===== config.mk =====
export PLATFORM = sky130hd
export DESIGN_NAME = sha256_hash
export DESIGN_NICKNAME = d
export VERILOG_FILES = /design/src/design/sha256_pkg.sv /design/src/design/sha256_ram.sv /design/src/design/sha256_sched.sv /design/src/design/sha256_hash.sv
export SDC_FILE = /design/constraint.sdc
export NUM_CORES = 2
export LEC_CHECK = 0
export BUFFER_PORTS_ARGS = -buffer_cell sky130_fd_sc_hd__buf_2
export CAP_MARGIN = 30
export CELL_PAD_IN_SITES_DETAIL_PLACEMENT = 1
export CELL_PAD_IN_SITES_GLOBAL_PLACEMENT = 2
export CORE_AREA = 2 2 422 424
export CTS_CLUSTER_SIZE = 12
export DETAILED_ROUTE_END_ITERATION = 7
export DIE_AREA = 0 0 424 426
export GPL_ROUTABILITY_DRIVEN = 0
export HOLD_SLACK_MARGIN = 0.02
export PLACE_DENSITY_LB_ADDON = 0.1
export SLEW_MARGIN = 25
export SYNTH_ARGS = -nofsm -noshare
export SYNTH_HDL_FRONTEND = slang
export SYNTH_SLANG_ARGS = --single-unit

===== constraint.sdc =====
create_clock -name clk -period 22.7 [get_ports clk]
set_input_delay 0 -clock clk [delete_from_list [all_inputs] [get_ports clk]]
set_output_delay 0 -clock clk [all_outputs]
set_load 0.05 [all_outputs]

===== src/design/sha256_pkg.sv =====
// ----------------------------------------------------------------------------
// sha256_pkg
// Shared types, round constants and helper functions for the SHA-256 hasher.
// ----------------------------------------------------------------------------
package sha256_pkg;

  localparam int unsigned BLK_WORDS = 16;
  localparam int unsigned HASH_WORDS = 8;
  localparam int unsigned ROUNDS = 64;

  localparam logic [31:0] ROUND_K [ROUNDS] = '{
    32'h428a2f98, 32'h71374491, 32'hb5c0fbcf, 32'he9b5dba5,
    32'h3956c25b, 32'h59f111f1, 32'h923f82a4, 32'hab1c5ed5,
    32'hd807aa98, 32'h12835b01, 32'h243185be, 32'h550c7dc3,
    32'h72be5d74, 32'h80deb1fe, 32'h9bdc06a7, 32'hc19bf174,
    32'he49b69c1, 32'hefbe4786, 32'h0fc19dc6, 32'h240ca1cc,
    32'h2de92c6f, 32'h4a7484aa, 32'h5cb0a9dc, 32'h76f988da,
    32'h983e5152, 32'ha831c66d, 32'hb00327c8, 32'hbf597fc7,
    32'hc6e00bf3, 32'hd5a79147, 32'h06ca6351, 32'h14292967,
    32'h27b70a85, 32'h2e1b2138, 32'h4d2c6dfc, 32'h53380d13,
    32'h650a7354, 32'h766a0abb, 32'h81c2c92e, 32'h92722c85,
    32'ha2bfe8a1, 32'ha81a664b, 32'hc24b8b70, 32'hc76c51a3,
    32'hd192e819, 32'hd6990624, 32'hf40e3585, 32'h106aa070,
    32'h19a4c116, 32'h1e376c08, 32'h2748774c, 32'h34b0bcb5,
    32'h391c0cb3, 32'h4ed8aa4a, 32'h5b9cca4f, 32'h682e6ff3,
    32'h748f82ee, 32'h78a5636f, 32'h84c87814, 32'h8cc70208,
    32'h90befffa, 32'ha4506ceb, 32'hbef9a3f7, 32'hc67178f2
  };

  localparam logic [31:0] START_HASH [HASH_WORDS] = '{
    32'h6a09e667, 32'hbb67ae85, 32'h3c6ef372, 32'ha54ff53a,
    32'h510e527f, 32'h9b05688c, 32'h1f83d9ab, 32'h5be0cd19
  };

  localparam logic [31:0] PAD_MARK = 32'h8000_0000;

  // Top-level sequencer states
  typedef enum logic [6:0] {
    S_IDLE  = 7'b0000001,
    S_PAD   = 7'b0000010,
    S_RD0   = 7'b0000100,
    S_RD1   = 7'b0001000,
    S_ROUND = 7'b0010000,
    S_WB    = 7'b0100000,
    S_OUT   = 7'b1000000
  } state_t;

  // Padding progress after the last item
  typedef enum logic [3:0] {
    PH_EXTRA = 4'b0001,
    PH_ZERO  = 4'b0010,
    PH_LENLO = 4'b0100,
    PH_DONE  = 4'b1000
  } phase_t;

  // Control from the sequencer to the schedule unit
  typedef struct packed {
    logic       gen;       // produce one schedule word this cycle
    logic       from_mem;  // word comes from the block buffer read data
    logic [5:0] k_idx;     // index of the word being produced
  } sched_ctl_t;

  function automatic logic [31:0] rotr(input logic [31:0] x, input int unsigned n);
    rotr = (x >> n) | (x << (32 - n));
  endfunction

  function automatic logic [31:0] big_sig0(input logic [31:0] x);
    big_sig0 = rotr(x, 2) ^ rotr(x, 13) ^ rotr(x, 22);
  endfunction

  function automatic logic [31:0] big_sig1(input logic [31:0] x);
    big_sig1 = rotr(x, 6) ^ rotr(x, 11) ^ rotr(x, 25);
  endfunction

  function automatic logic [31:0] small_sig0(input logic [31:0] x);
    small_sig0 = rotr(x, 7) ^ rotr(x, 18) ^ (x >> 3);
  endfunction

  function automatic logic [31:0] small_sig1(input logic [31:0] x);
    small_sig1 = rotr(x, 17) ^ rotr(x, 19) ^ (x >> 10);
  endfunction

  function automatic logic [31:0] ch_fn(input logic [31:0] e, input logic [31:0] f,
                                        input logic [31:0] g);
    ch_fn = (e & f) ^ (~e & g);
  endfunction

  function automatic logic [31:0] maj_fn(input logic [31:0] a, input logic [31:0] b,
                                         input logic [31:0] c);
    maj_fn = (a & b) ^ (a & c) ^ (b & c);
  endfunction

  // Keep the top nb bytes of a partial final word and append the marker byte
  function automatic logic [31:0] pad_word(input logic [31:0] word, input logic [1:0] nb);
    case (nb)
      2'd1:    pad_word = {word[31:24], 8'h80, 16'h0000};
      2'd2:    pad_word = {word[31:16], 8'h80, 8'h00};
      2'd3:    pad_word = {word[31:8], 8'h80};
      default: pad_word = PAD_MARK;
    endcase
  endfunction

endpackage


===== src/design/sha256_ram.sv =====
// ----------------------------------------------------------------------------
// sha256_ram
// Generic single-write, single-read RAM with registered read data.
// ----------------------------------------------------------------------------
module sha256_ram #(
  parameter int unsigned WIDTH = 32,
  parameter int unsigned DEPTH = 16
) (
  input  logic                     clk,
  input  logic                     we,
  input  logic [$clog2(DEPTH)-1:0] waddr,
  input  logic [WIDTH-1:0]         wdata,
  input  logic [$clog2(DEPTH)-1:0] raddr,
  output logic [WIDTH-1:0]         rdata
);

  logic [WIDTH-1:0] mem_r [DEPTH];
  logic [WIDTH-1:0] rdata_r;

  always_ff @(posedge clk) begin
    if (we) begin
      mem_r[waddr] <= wdata;
    end
    rdata_r <= mem_r[raddr];
  end

  assign rdata = rdata_r;

endmodule


===== src/design/sha256_sched.sv =====
// ----------------------------------------------------------------------------
// sha256_sched
// Message schedule: 16-word sliding window, emits W[t] + K[t] registered.
// ----------------------------------------------------------------------------
module sha256_sched (
  input  logic                   clk,
  input  sha256_pkg::sched_ctl_t ctl,
  input  logic [31:0]            mem_rdata,
  output logic [31:0]            wk
);
  import sha256_pkg::*;

  // win_r[15] is the newest word, win_r[0] is W[t-16]
  logic [31:0] win_r [BLK_WORDS];
  logic [31:0] wk_r;
  logic [31:0] w_new;

  assign w_new = ctl.from_mem ? mem_rdata
               : win_r[0] + small_sig0(win_r[1]) + win_r[9] + small_sig1(win_r[14]);

  always_ff @(posedge clk) begin
    if (ctl.gen) begin
      for (int i = 0; i < BLK_WORDS - 1; i++) begin
        win_r[i] <= win_r[i+1];
      end
      win_r[BLK_WORDS-1] <= w_new;
      wk_r <= w_new + ROUND_K[ctl.k_idx];
    end
  end

  assign wk = wk_r;

endmodule


===== src/design/sha256_hash.sv =====
// ----------------------------------------------------------------------------
// sha256_hash
// SHA-256 message hasher over a stream of big-endian 32-bit words.
// ----------------------------------------------------------------------------
// Usage:
//   in_*  : message items, one 32-bit word each, first byte in bits 31..24.
//           in_tlast marks the final word; its valid byte count (1..4, values
//           above four count as four, zero adds no bytes) rides in tdata.
//   out_* : eight digest items per message, first hash word first; out_tlast
//           flags the eighth.
// Timing:
//   Words are taken one per cycle into the block buffer RAM while the
//   sequencer is idle. When a 16-word block fills, input stalls while the
//   buffer read is primed, 64 rounds run (one per cycle, set by the single
//   round datapath) and the result is folded into the chaining RAM.
//   After the last item the block writes padding one word per cycle, with
//   one or two compressions along the way; then the digest leaves at one
//   item per cycle while the receiver is ready, through an output register.
// Reset clears the fill count, length and chaining valid bits; the hash
// restarts from the initial values. A stalled receiver holds the digest
// sequence; the next message can be taken while the last digest item waits.
// ----------------------------------------------------------------------------
module sha256_hash (
  input  logic        clk,
  input  logic        rst_n,
  // input items
  input  logic        in_tvalid,
  output logic        in_tready,
  input  logic [39:0] in_tdata,   // [31:0] message_word, [34:32] valid_bytes
  input  logic        in_tlast,   // last_word
  // digest items
  output logic        out_tvalid,
  input  logic        out_tready,
  output logic [31:0] out_tdata,  // [31:0] digest_word
  output logic        out_tlast   // digest_last
);
  import sha256_pkg::*;

  // control state
  state_t       state_r, state_nxt;
  phase_t       phase_r, phase_nxt;
  logic         fin_r, fin_nxt;          // current block work belongs to message end
  logic [3:0]   fill_r, fill_nxt;        // next slot in the block buffer
  logic [63:0]  len_r, len_nxt;          // message bit length
  logic [5:0]   rnd_r, rnd_nxt;
  logic [3:0]   wb_r, wb_nxt;            // writeback step, 0..8
  logic [2:0]   ocnt_r, ocnt_nxt;
  logic [7:0]   hvld_r, hvld_nxt;        // chaining RAM entry written since start
  logic         out_valid_r, out_valid_nxt;
  logic [31:0]  out_word_r, out_word_nxt;
  logic         out_last_r, out_last_nxt;

  // working variables a..h
  logic [31:0]  v_r   [HASH_WORDS];
  logic [31:0]  v_nxt [HASH_WORDS];

  // input field unpack
  logic [31:0]  in_word;
  logic [2:0]   in_vb;
  logic         in_acc;
  logic [2:0]   in_nb;

  // block buffer port
  logic         blk_we;
  logic [31:0]  blk_wdata;
  logic [3:0]   blk_raddr;
  logic [31:0]  blk_rdata;

  // chaining RAM port
  logic         hc_we;
  logic [2:0]   hc_idx;
  logic [31:0]  hc_rdata;
  logic [31:0]  hc_old;
  logic [31:0]  hc_new;

  // schedule and round
  sched_ctl_t   sctl;
  logic [31:0]  wk;
  logic [31:0]  t1, t2;
  logic         out_step;

  assign in_word = in_tdata[31:0];
  assign in_vb   = in_tdata[34:32];
  assign in_tready = (state_r == S_IDLE);
  assign in_acc  = in_tvalid && in_tready;
  // a word that is not last counts as four bytes
  assign in_nb   = (!in_tlast || in_vb[2]) ? 3'd4 : {1'b0, in_vb[1:0]};

  assign out_step = (state_r == S_OUT) && (!out_valid_r || out_tready);

  // ---- block buffer ----
  assign blk_raddr = (state_r == S_RD0) ? 4'd0
                   : (state_r == S_RD1) ? 4'd1
                   : rnd_r[3:0] + 4'd2;

  sha256_ram #(.WIDTH(32), .DEPTH(BLK_WORDS)) u_blk_ram (
    .clk   (clk),
    .we    (blk_we),
    .waddr (fill_r),
    .wdata (blk_wdata),
    .raddr (blk_raddr),
    .rdata (blk_rdata)
  );

  // ---- schedule unit, runs one word ahead of the rounds ----
  always_comb begin
    sctl.gen      = (state_r == S_RD1) || (state_r == S_ROUND);
    sctl.from_mem = (state_r == S_RD1) || (rnd_r < 6'd15);
    sctl.k_idx    = (state_r == S_RD1) ? 6'd0 : rnd_r + 6'd1;
  end

  sha256_sched u_sched (
    .clk       (clk),
    .ctl       (sctl),
    .mem_rdata (blk_rdata),
    .wk        (wk)
  );

  // ---- chaining RAM: read k at step k, add and write back at step k+1 ----
  assign hc_idx = 3'(wb_r - 4'd1);
  assign hc_we  = (state_r == S_WB) && (wb_r != 4'd0);
  assign hc_old = hvld_r[hc_idx] ? hc_rdata : START_HASH[hc_idx];
  assign hc_new = v_r[0] + hc_old;

  sha256_ram #(.WIDTH(32), .DEPTH(HASH_WORDS)) u_hc_ram (
    .clk   (clk),
    .we    (hc_we),
    .waddr (hc_idx),
    .wdata (hc_new),
    .raddr (wb_r[2:0]),
    .rdata (hc_rdata)
  );

  // ---- round datapath ----
  assign t1 = v_r[7] + big_sig1(v_r[4]) + ch_fn(v_r[4], v_r[5], v_r[6]) + wk;
  assign t2 = big_sig0(v_r[0]) + maj_fn(v_r[0], v_r[1], v_r[2]);

  // ---- sequencer ----
  always_comb begin
    state_nxt     = state_r;
    phase_nxt     = phase_r;
    fin_nxt       = fin_r;
    fill_nxt      = fill_r;
    len_nxt       = len_r;
    rnd_nxt       = rnd_r;
    wb_nxt        = wb_r;
    ocnt_nxt      = ocnt_r;
    hvld_nxt      = hvld_r;
    out_valid_nxt = out_valid_r;
    out_word_nxt  = out_word_r;
    out_last_nxt  = out_last_r;
    v_nxt         = v_r;
    blk_we        = 1'b0;
    blk_wdata     = in_word;

    if (out_valid_r && out_tready) begin
      out_valid_nxt = 1'b0;
    end

    case (state_r)
      S_IDLE: begin
        if (in_acc) begin
          blk_we    = 1'b1;
          blk_wdata = (in_tlast && !in_vb[2]) ? pad_word(in_word, in_vb[1:0]) : in_word;
          len_nxt   = len_r + {58'd0, in_nb, 3'd0};
          fill_nxt  = fill_r + 4'd1;
          fin_nxt   = in_tlast;
          if (in_tlast) begin
            phase_nxt = in_vb[2] ? PH_EXTRA : PH_ZERO;
          end
          if (fill_r == 4'd15) begin
            state_nxt = S_RD0;
          end else if (in_tlast) begin
            state_nxt = S_PAD;
          end
        end
      end
      S_PAD: begin
        blk_we = 1'b1;
        case (phase_r)
          PH_EXTRA: begin
            blk_wdata = PAD_MARK;
            phase_nxt = PH_ZERO;
          end
          PH_ZERO: begin
            if (fill_r == 4'd14) begin
              blk_wdata = len_r[63:32];
              phase_nxt = PH_LENLO;
            end else begin
              blk_wdata = 32'd0;
            end
          end
          PH_LENLO: begin
            blk_wdata = len_r[31:0];
            phase_nxt = PH_DONE;
          end
          default: begin
            blk_we = 1'b0;
          end
        endcase
        if (blk_we) begin
          fill_nxt = fill_r + 4'd1;
          if (fill_r == 4'd15) begin
            state_nxt = S_RD0;
          end
        end
      end
      S_RD0: begin
        state_nxt = S_RD1;
      end
      S_RD1: begin
        rnd_nxt   = 6'd0;
        state_nxt = S_ROUND;
      end
      S_ROUND: begin
        v_nxt[7] = v_r[6];
        v_nxt[6] = v_r[5];
        v_nxt[5] = v_r[4];
        v_nxt[4] = v_r[3] + t1;
        v_nxt[3] = v_r[2];
        v_nxt[2] = v_r[1];
        v_nxt[1] = v_r[0];
        v_nxt[0] = t1 + t2;
        rnd_nxt  = rnd_r + 6'd1;
        if (rnd_r == 6'(ROUNDS - 1)) begin
          wb_nxt    = 4'd0;
          state_nxt = S_WB;
        end
      end
      S_WB: begin
        wb_nxt = wb_r + 4'd1;
        if (hc_we) begin
          // rotate so that v ends up holding the new chaining value in order
          for (int i = 0; i < HASH_WORDS - 1; i++) begin
            v_nxt[i] = v_r[i+1];
          end
          v_nxt[HASH_WORDS-1] = hc_new;
          hvld_nxt[hc_idx] = 1'b1;
        end
        if (wb_r == 4'd8) begin
          if (!fin_r) begin
            state_nxt = S_IDLE;
          end else if (phase_r == PH_DONE) begin
            ocnt_nxt  = 3'd0;
            state_nxt = S_OUT;
          end else begin
            state_nxt = S_PAD;
          end
        end
      end
      S_OUT: begin
        if (out_step) begin
          out_valid_nxt = 1'b1;
          out_word_nxt  = v_r[0];
          out_last_nxt  = (ocnt_r == 3'd7);
          ocnt_nxt      = ocnt_r + 3'd1;
          for (int i = 0; i < HASH_WORDS - 1; i++) begin
            v_nxt[i] = v_r[i+1];
          end
          v_nxt[HASH_WORDS-1] = v_r[0];
          if (ocnt_r == 3'd7) begin
            // message done: back to the initial hash
            v_nxt     = START_HASH;
            hvld_nxt  = 8'd0;
            len_nxt   = 64'd0;
            fin_nxt   = 1'b0;
            phase_nxt = PH_ZERO;
            state_nxt = S_IDLE;
          end
        end
      end
      default: begin
        state_nxt = S_IDLE;
      end
    endcase
  end

  always_ff @(posedge clk) begin
    if (!rst_n) begin
      state_r     <= S_IDLE;
      phase_r     <= PH_ZERO;
      fin_r       <= 1'b0;
      fill_r      <= 4'd0;
      len_r       <= 64'd0;
      rnd_r       <= 6'd0;
      wb_r        <= 4'd0;
      ocnt_r      <= 3'd0;
      hvld_r      <= 8'd0;
      out_valid_r <= 1'b0;
      v_r         <= START_HASH;
    end else begin
      state_r     <= state_nxt;
      phase_r     <= phase_nxt;
      fin_r       <= fin_nxt;
      fill_r      <= fill_nxt;
      len_r       <= len_nxt;
      rnd_r       <= rnd_nxt;
      wb_r        <= wb_nxt;
      ocnt_r      <= ocnt_nxt;
      hvld_r      <= hvld_nxt;
      out_valid_r <= out_valid_nxt;
      v_r         <= v_nxt;
    end
  end

  always_ff @(posedge clk) begin
    out_word_r <= out_word_nxt;
    out_last_r <= out_last_nxt;
  end

  assign out_tvalid = out_valid_r;
  assign out_tdata  = out_word_r;
  assign out_tlast  = out_last_r;

  // ---- checks ----
  // compression starts only right after the buffer wrapped
  a_rd_after_wrap: assert property (@(posedge clk) disable iff (!rst_n)
    (state_r == S_RD0) |-> (fill_r == 4'd0))
    else $error("compression started on a partial block");

  // the block buffer is not written while a compression reads it
  a_no_wr_in_comp: assert property (@(posedge clk) disable iff (!rst_n)
    blk_we |-> (state_r == S_IDLE || state_r == S_PAD))
    else $error("block buffer written during compression");

  // after the last round the fold into the chaining RAM follows
  a_round_end: assert property (@(posedge clk) disable iff (!rst_n)
    (state_r == S_ROUND && rnd_r == 6'(ROUNDS - 1)) |=> (state_r == S_WB))
    else $error("round count overrun");

  // digest leaves only on a block boundary with padding complete
  a_out_aligned: assert property (@(posedge clk) disable iff (!rst_n)
    (state_r == S_OUT) |-> (fill_r == 4'd0 && phase_r == PH_DONE && fin_r))
    else $error("digest emitted before padding finished");

endmodule


# After elaboration in Yosys (flattened, before gate mapping)
# Memory sizes are Yosys's and may differ from the RTL's. A register that Yosys moved wholly into a read port is not among the register bits.
# Index checks and enable logic that the tools add are counted.
[totals]
regBits = 423
latchBits = 0
ram_bits = 1280
rom_bits = 2304
input_bits = 45
out_inout_bits = 35
word_cells = 223
n_memories = 5
[classes]
n_addsub = 18
mul = 0
div_mod_pow = 0
magnitude_cmp = 5
eq_ne = 33
shift = 0
muxes = 80
n_bitwise = 30
reduce_logical = 31
[mem_list]
columns = ["memory", "depth", "word_bits", "read_ports", "rd_ports_with_merged_regs", "wr", "line", "source"]
rows = [
  ["(no name shown)", 64, 32, 1, 0, 0, "sha256_sched.sv:27", "wk_r <= w_new + ROUND_K[ctl.k_idx];"],
  ["u_blk_ram.mem_r", 16, 32, 1, 1, 1, "sha256_ram.sv:17", "logic [WIDTH-1:0] mem_r [DEPTH];"],
  ["u_sched.win_r", 16, 32, 16, 0, 16, "sha256_sched.sv:14", "logic [31:0] win_r [BLK_WORDS];"],
  ["(no name shown)", 8, 32, 1, 0, 0, "sha256_hash.sv:122", "assign hc_old = hvld_r[hc_idx] ? hc_rdata : START_HASH[hc_idx];"],
  ["u_hc_ram.mem_r", 8, 32, 1, 1, 1, "sha256_ram.sv:17", ""],
]
[op_table]
columns = ["cell", "count"]
rows = [
  ["$mux W256", 3],
  ["$pmux W256 S3", 1],
  ["$add A32 B32 Y32", 11],
  ["$mux W32", 9],
  ["$xor A32 B32 Y32", 9],
  ["$mux W64", 3],
  ["$pmux W32 S3", 2],
  ["$and A32 B32 Y32", 5],
  ["$pmux W64 S2", 1],
  ["$mux W7", 11],
  ["$add A64 B6 Y64", 1],
  ["$pmux W32 S2", 1],
  ["$pmux W7 S7", 1],
  ["$mux W4", 10],
  ["$not A32 Y32", 1],
  ["$or A10 B32 Y32", 1],
  ["$or A13 B32 Y32", 1],
  ["$or A14 B32 Y32", 1],
  ["$or A15 B32 Y32", 1],
  ["$or A19 B32 Y32", 1],
  ["$or A21 B32 Y32", 1],
  ["$or A25 B32 Y32", 1],
  ["$or A26 B32 Y32", 1],
  ["$or A30 B32 Y32", 1],
  ["other kinds (62)", 119],
]

# Depth between registers and ports, before layout
[depth]
word_depth = 9
depth_mapped = 31
depth_no_buf = 30

# Cells and area by module
# Synthesis repeated with hierarchy kept, for this count alone.
[unflattened]
hier_cells = 6639
hier_area_um2 = 83672.7
[by_module_without_submodules]
columns = ["mod", "instances", "cells_each", "area_each_um2", "seq_area_each_um2"]
rows = [
  ["sha256_hash", 1, 3542, 28025.6, 8097.8],
  ["sha256_sched", 1, 1844, 25345.6, 16335.7],
  ["sha256_ram at u_blk_ram", 1, 838, 19835.3, 16015.4],
  ["sha256_ram at u_hc_ram", 1, 415, 10466.3, 8328.0],
]

# Worst setup path after synthesis
# No wires, ideal clock.
[synth_path]
path_type = "reg2reg"
from = "reg state_r[6]"
to = "reg rnd_r[4]"
setup_ps = 126
arrival_ps = 13173
required_ps = 22574
slack_ps = 9401
stages_incl_launch_ff = 9
path_buffers = 1
synth_period_minus_slack_ps = 13299
path_cell_list = "dfxtp_1 -> nor3_1 -> and4b_1 -> clkbuf_1 -> nor2_1 -> inv_1 -> o21ai_0 -> a21oi_1 -> nor2b_1"
[synth_via]
elab_chain_cells = 2
word_cells_on_any_way = 4
classes_between = "eq/ne: 2; mux: 1; reduce/logical: 1"
[synth_lines]
columns = ["element", "line", "source"]
rows = [
  ["start: declaration", "sha256_hash.sv:40", "state_t state_r, state_nxt;"],
  ["start signal: assignment", "sha256_hash.sv:292", "state_r <= state_nxt;"],
  ["$eq A7 B5 Y1 / $eq A7 B4 Y1 (equally long branches)", "sha256_hash.sv:160", "case (state_r)"],
  ["$pmux W6 S2 / $reduce_bool A2 Y1 (equally long branches)", "--", ""],
  ["end signal: assignment", "sha256_hash.sv:297", "rnd_r <= rnd_nxt;"],
  ["end: declaration", "sha256_hash.sv:45", "logic [5:0] rnd_r, rnd_nxt;"],
]
# Several ways; a longest one is shown, not always the timed one.
# A chain may end at the register's enable or synchronous reset.

# Worst setup path in the final report
[layout_path]
from = "reg v_r[121] in the netlist's numbering"
to = "reg v_r[255] in the netlist's numbering"
[layout_via]
elab_chain_cells = 8
word_cells_on_any_way = 14
classes_between = "add/sub: 4; mux: 1; bitwise: 9"
[layout_lines]
columns = ["element", "line", "source"]
rows = [
  ["start: declaration", "sha256_hash.sv:54", "logic [31:0] v_r [HASH_WORDS];"],
  ["start signal: assignment", "sha256_hash.sv:302", "v_r <= v_nxt;"],
  ["$or A21 B32 Y32 / $or A26 B32 Y32 (equally long branches)", "sha256_pkg.sv:64", "rotr = (x >> n) | (x << (32 - n));"],
  ["$xor A32 B32 Y32 (2 in series)", "sha256_pkg.sv:72", "big_sig1 = rotr(x, 6) ^ rotr(x, 11) ^ rotr(x, 25);"],
  ["$add A32 B32 Y32", "sha256_hash.sv:135", "assign t1 = v_r[7] + big_sig1(v_r[4]) + ch_fn(v_r[4], v_r[5], v_r[6]) + wk;"],
  ["$add A32 B32 Y32 (*) (2 in series)", "sha256_hash.sv:135", ""],
  ["$add A32 B32 Y32 (*)", "sha256_hash.sv:223", "v_nxt[0] = t1 + t2;"],
  ["$pmux W256 S3 (*)", "sha256_hash.sv:160", ""],
]
# Mark *: on every way between the ends. The rest lies on a longest branch, timed or not.

==> results_dict.tcl <==
set metrics [dict create \
    run_status "finished clean" \
    cp_slowest_cell "dfxtp_1" \
    required_ns 23.45 \
    layout_common_cells "edfxtp_1, nand2_1, dfxtp_1" \
    clockRootBuffer "clkbuf_16" \
    ys_types 83 \
    post_cts_buffers 0 \
    period_minus_slack_ns 8.83 \
    ys_seq_elements 1764 \
    place_area_um2 87400 \
    ys.flop_type "edfxtp_1" \
    fin_cells 9373 \
    ant_nets 0 \
    cp_top_family "adder cells" \
    clock_sinks 1764 \
    cts_tree "built" \
    fmax_ghz 0.113 \
    ys_seq_area_share_pct 58.1 \
    cts_made_buffers 187 \
    syn_area_per_cell_um2 12.3 \
    p_total_mw 7.08 \
    io_pins 80 \
    critPathMaxStageDelay_ns 0.72 \
    grt_pass1_wl_um 386000 \
    period_share_pct 38.9 \
    drt_iter0_drc 5881 \
    design_area_um2 94100 \
    synth-edff-count 1345 \
    syn_inst 6819 \
    layout.nets 7315 \
    setup_viol 0 \
    layout-area-overhead-vs-synth_pct 12.1 \
    synth_fp_nets 7245 \
    crit_type "flip-flop to flip-flop" \
    first_pass_iters 6 \
    place_inst 8994 \
    min_path_type "primary input to flip-flop" \
    arrival_ns 9.58 \
    ys_async_sr_fraction_pct 0 \
    num-fill-cells 17655 \
    p_leak_nw 33.6 \
    fp.dieW_um 424 \
    skew_ns 0.0706 \
    die_area_um2 181000 \
    clock_path_buffers 3 \
    dp_hpwl_um 174000 \
    io_buffers 74 \
    worstSetupEndpointType "flip-flop" \
    relSlewSlack_pct 27.8 \
    vias 56751 \
    std_cell_rows 154 \
    clkTransAtPathRegs_ns 0.06 \
    cts_resized 0 \
    slew_viol_final 0 \
    die_h_um 426 \
    routed_wl_um 261000 \
    remaining_drc_errors 0 \
    hold_buffers 41 \
    top_usage_layer "met2" \
    met3_usage_pct 4.24 \
    hold_viol 0 \
    mostFrequentLayoutCell "edfxtp_1" \
    synth_warnings 0 \
    maxCapViolCount 0 \
    crit_buf_inv 4 \
    grt_pass1_vias 56900 \
    use_met2_pct 44.3 \
    avgRoutedWirePerCell_um 27.9 \
    worstMarginPinSlew_ns 1.08 \
    start_util_pct 47.8 \
    grt_max_degree 198 \
    grtUsageMet1_pct 42.9 \
    clk-insertion-delay-late_ns 0.88 \
    grt_overflow 0 \
    crit_path_frequent_cell "fa_1" \
    peakVddDrop_mv 0.0824 \
    antenna_found_initial 13 \
    grtUsageTotal_pct 29.0 \
    power_density_nw_per_um2 75.3 \
    cts_htree_levels 4 \
    rsz0062_at_grt "no" \
    path_max_fanout 8 \
    core_um2 176000 \
    critPathLaunchType "flip-flop" \
    via_per_inst 6.05 \
    drive_above_1_share_pct 11.5 \
    tns_ns 0 \
    synth_area_um2 84000 \
]
[flip-flops by register name, indices dropped and copies added (netlist names)]
name	cells
out_tlast	1
u_sched.wk	32
state_r	7
wb_r	4
hvld_r	8
fill_r	4
len_r	61
u_hc_ram.rdata	32
ocnt_r	3
u_hc_ram.mem_r	256
rnd_r	6
fin_r	1
out_tdata	32
v_r	256
u_blk_ram.mem_r	512
phase_r	4
out_tvalid	1
u_sched.win_r	512
u_blk_ram.rdata	32
[kinds of logic (layout without fill, tap and decap cells)]
logic type / after synthesis / count (layout) / share of synthesized area (%)
flip-flops: 1764 / 1764 / 58.1
AND/OR/NAND/NOR: 1804 / 1804 / 9.81
other: 0 / 7 / 0
multiplexers: 246 / 246 / 5.84
buffers and inverters: 735 / 942 / 3.32
XOR/XNOR: 476 / 476 / 5.00
adder cells (fa/ha/maj): 387 / 387 / 7.18
AO/OA/AOI/OAI: 1407 / 1407 / 10.8
[final cells by class]
type / instances / area, µm² / area share, %
clock inverters: 68 / 992 / 1.05
flip-flops and latches: 1764 / 48800 / 51.8
well taps: 2340 / 2930 / 3.11
clock buffers: 258 / 5130 / 5.45
repair buffers: 286 / 2210 / 2.35
inverters: 330 / 1250 / 1.32
diodes: 7 / 17.5 / 0.0186
multi-input cells: 4320 / 32800 / 34.9
[final timing paths]
check        slack (ns)                          endpoint                       startpoint  cells past startpoint
min                0.12  u_blk_ram.mem_r[3][30]$_DFFE_PP_                     in_tdata[30]                      4
max reg2reg       13.87             v_r[255]$_SDFFE_PN0P_            v_r[121]$_SDFFE_PN0P_                     29
min reg2reg        0.40   u_sched.win_r[0][195]$_DFFE_PP_  u_sched.win_r[0][227]$_DFFE_PP_                      0
max               13.87             v_r[255]$_SDFFE_PN0P_            v_r[121]$_SDFFE_PN0P_                     29
[power by group]
group | internal (mW) | total, mW | switching (mW)
Combinational | 0.103 | 0.397 | 0.294
Clock | 1.75 | 3.05 | 1.30
Sequential | 3.61 | 3.63 | 0.0288
[cell usage after synthesis, types with 11 or more instances]
library cell,count,area [µm²]
nor2b_1,44,275
nor2_1,413,1550
inv_1,327,1230
o21a_1,31,233
a31oi_1,78,488
mux4_2,192,4320
o21bai_1,21,158
dfxtp_1,419,8390
a21o_1,108,811
or3_1,32,200
o211a_1,11,110
clkbuf_1,345,1290
a22oi_1,13,97.6
ha_1,221,2770
a21oi_1,314,1570
and2_1,48,300
a211o_1,13,114
a21boi_0,13,97.6
fa_1,160,3200
o31ai_1,14,105
nor3_1,73,365
and3_1,31,194
mux2_2,34,383
a221oi_1,111,972
nand3_1,165,826
o211ai_1,34,255
o221ai_1,15,131
xnor2_1,325,2850
nand2b_1,36,225
o22ai_1,32,200
buf_1,41,154
nand4_1,31,194
o21ai_0,401,2010
mux2i_1,20,200
xor2_1,149,1310
nand2_1,778,2920
a222oi_1,37,370
nor3b_1,86,646
a211oi_1,75,563
edfxtp_1,1345,40400
buf_2,18,90.1
[worst reg2reg max path: cells and delay by family, from the launching register on]
family / cells / cell delay (ns)
AO/OA/AOI/OAI: 8 / 1.87
XOR/XNOR: 5 / 1.43
adder cells (fa/ha/maj): 6 / 2.53
buffers and inverters: 4 / 0.45
flip-flops: 1 / 0.72
AND/OR/NAND/NOR: 6 / 1.69
[metal layers]
metal	wire, µm	vias up
li1	-	25134
met1	118000	29341
met4	7730	0
met5	0	-
met2	118000	1890
met3	17500	386
[through the flow]
step / utilization, % / setup WS [ns] / hold slack [ns]
floorplan: - / 9.40 / 0.147
global placement: 49.7 / 13.59 / 0.400
detailed placement: 49.8 / 13.51 / 0.405
CTS: 53.5 / 13.45 / 0.0227
global route: 53.5 / 13.54 / 0.118
finish: 53.6 / 13.87 / 0.118
Power figures use the tool's default switching activity.
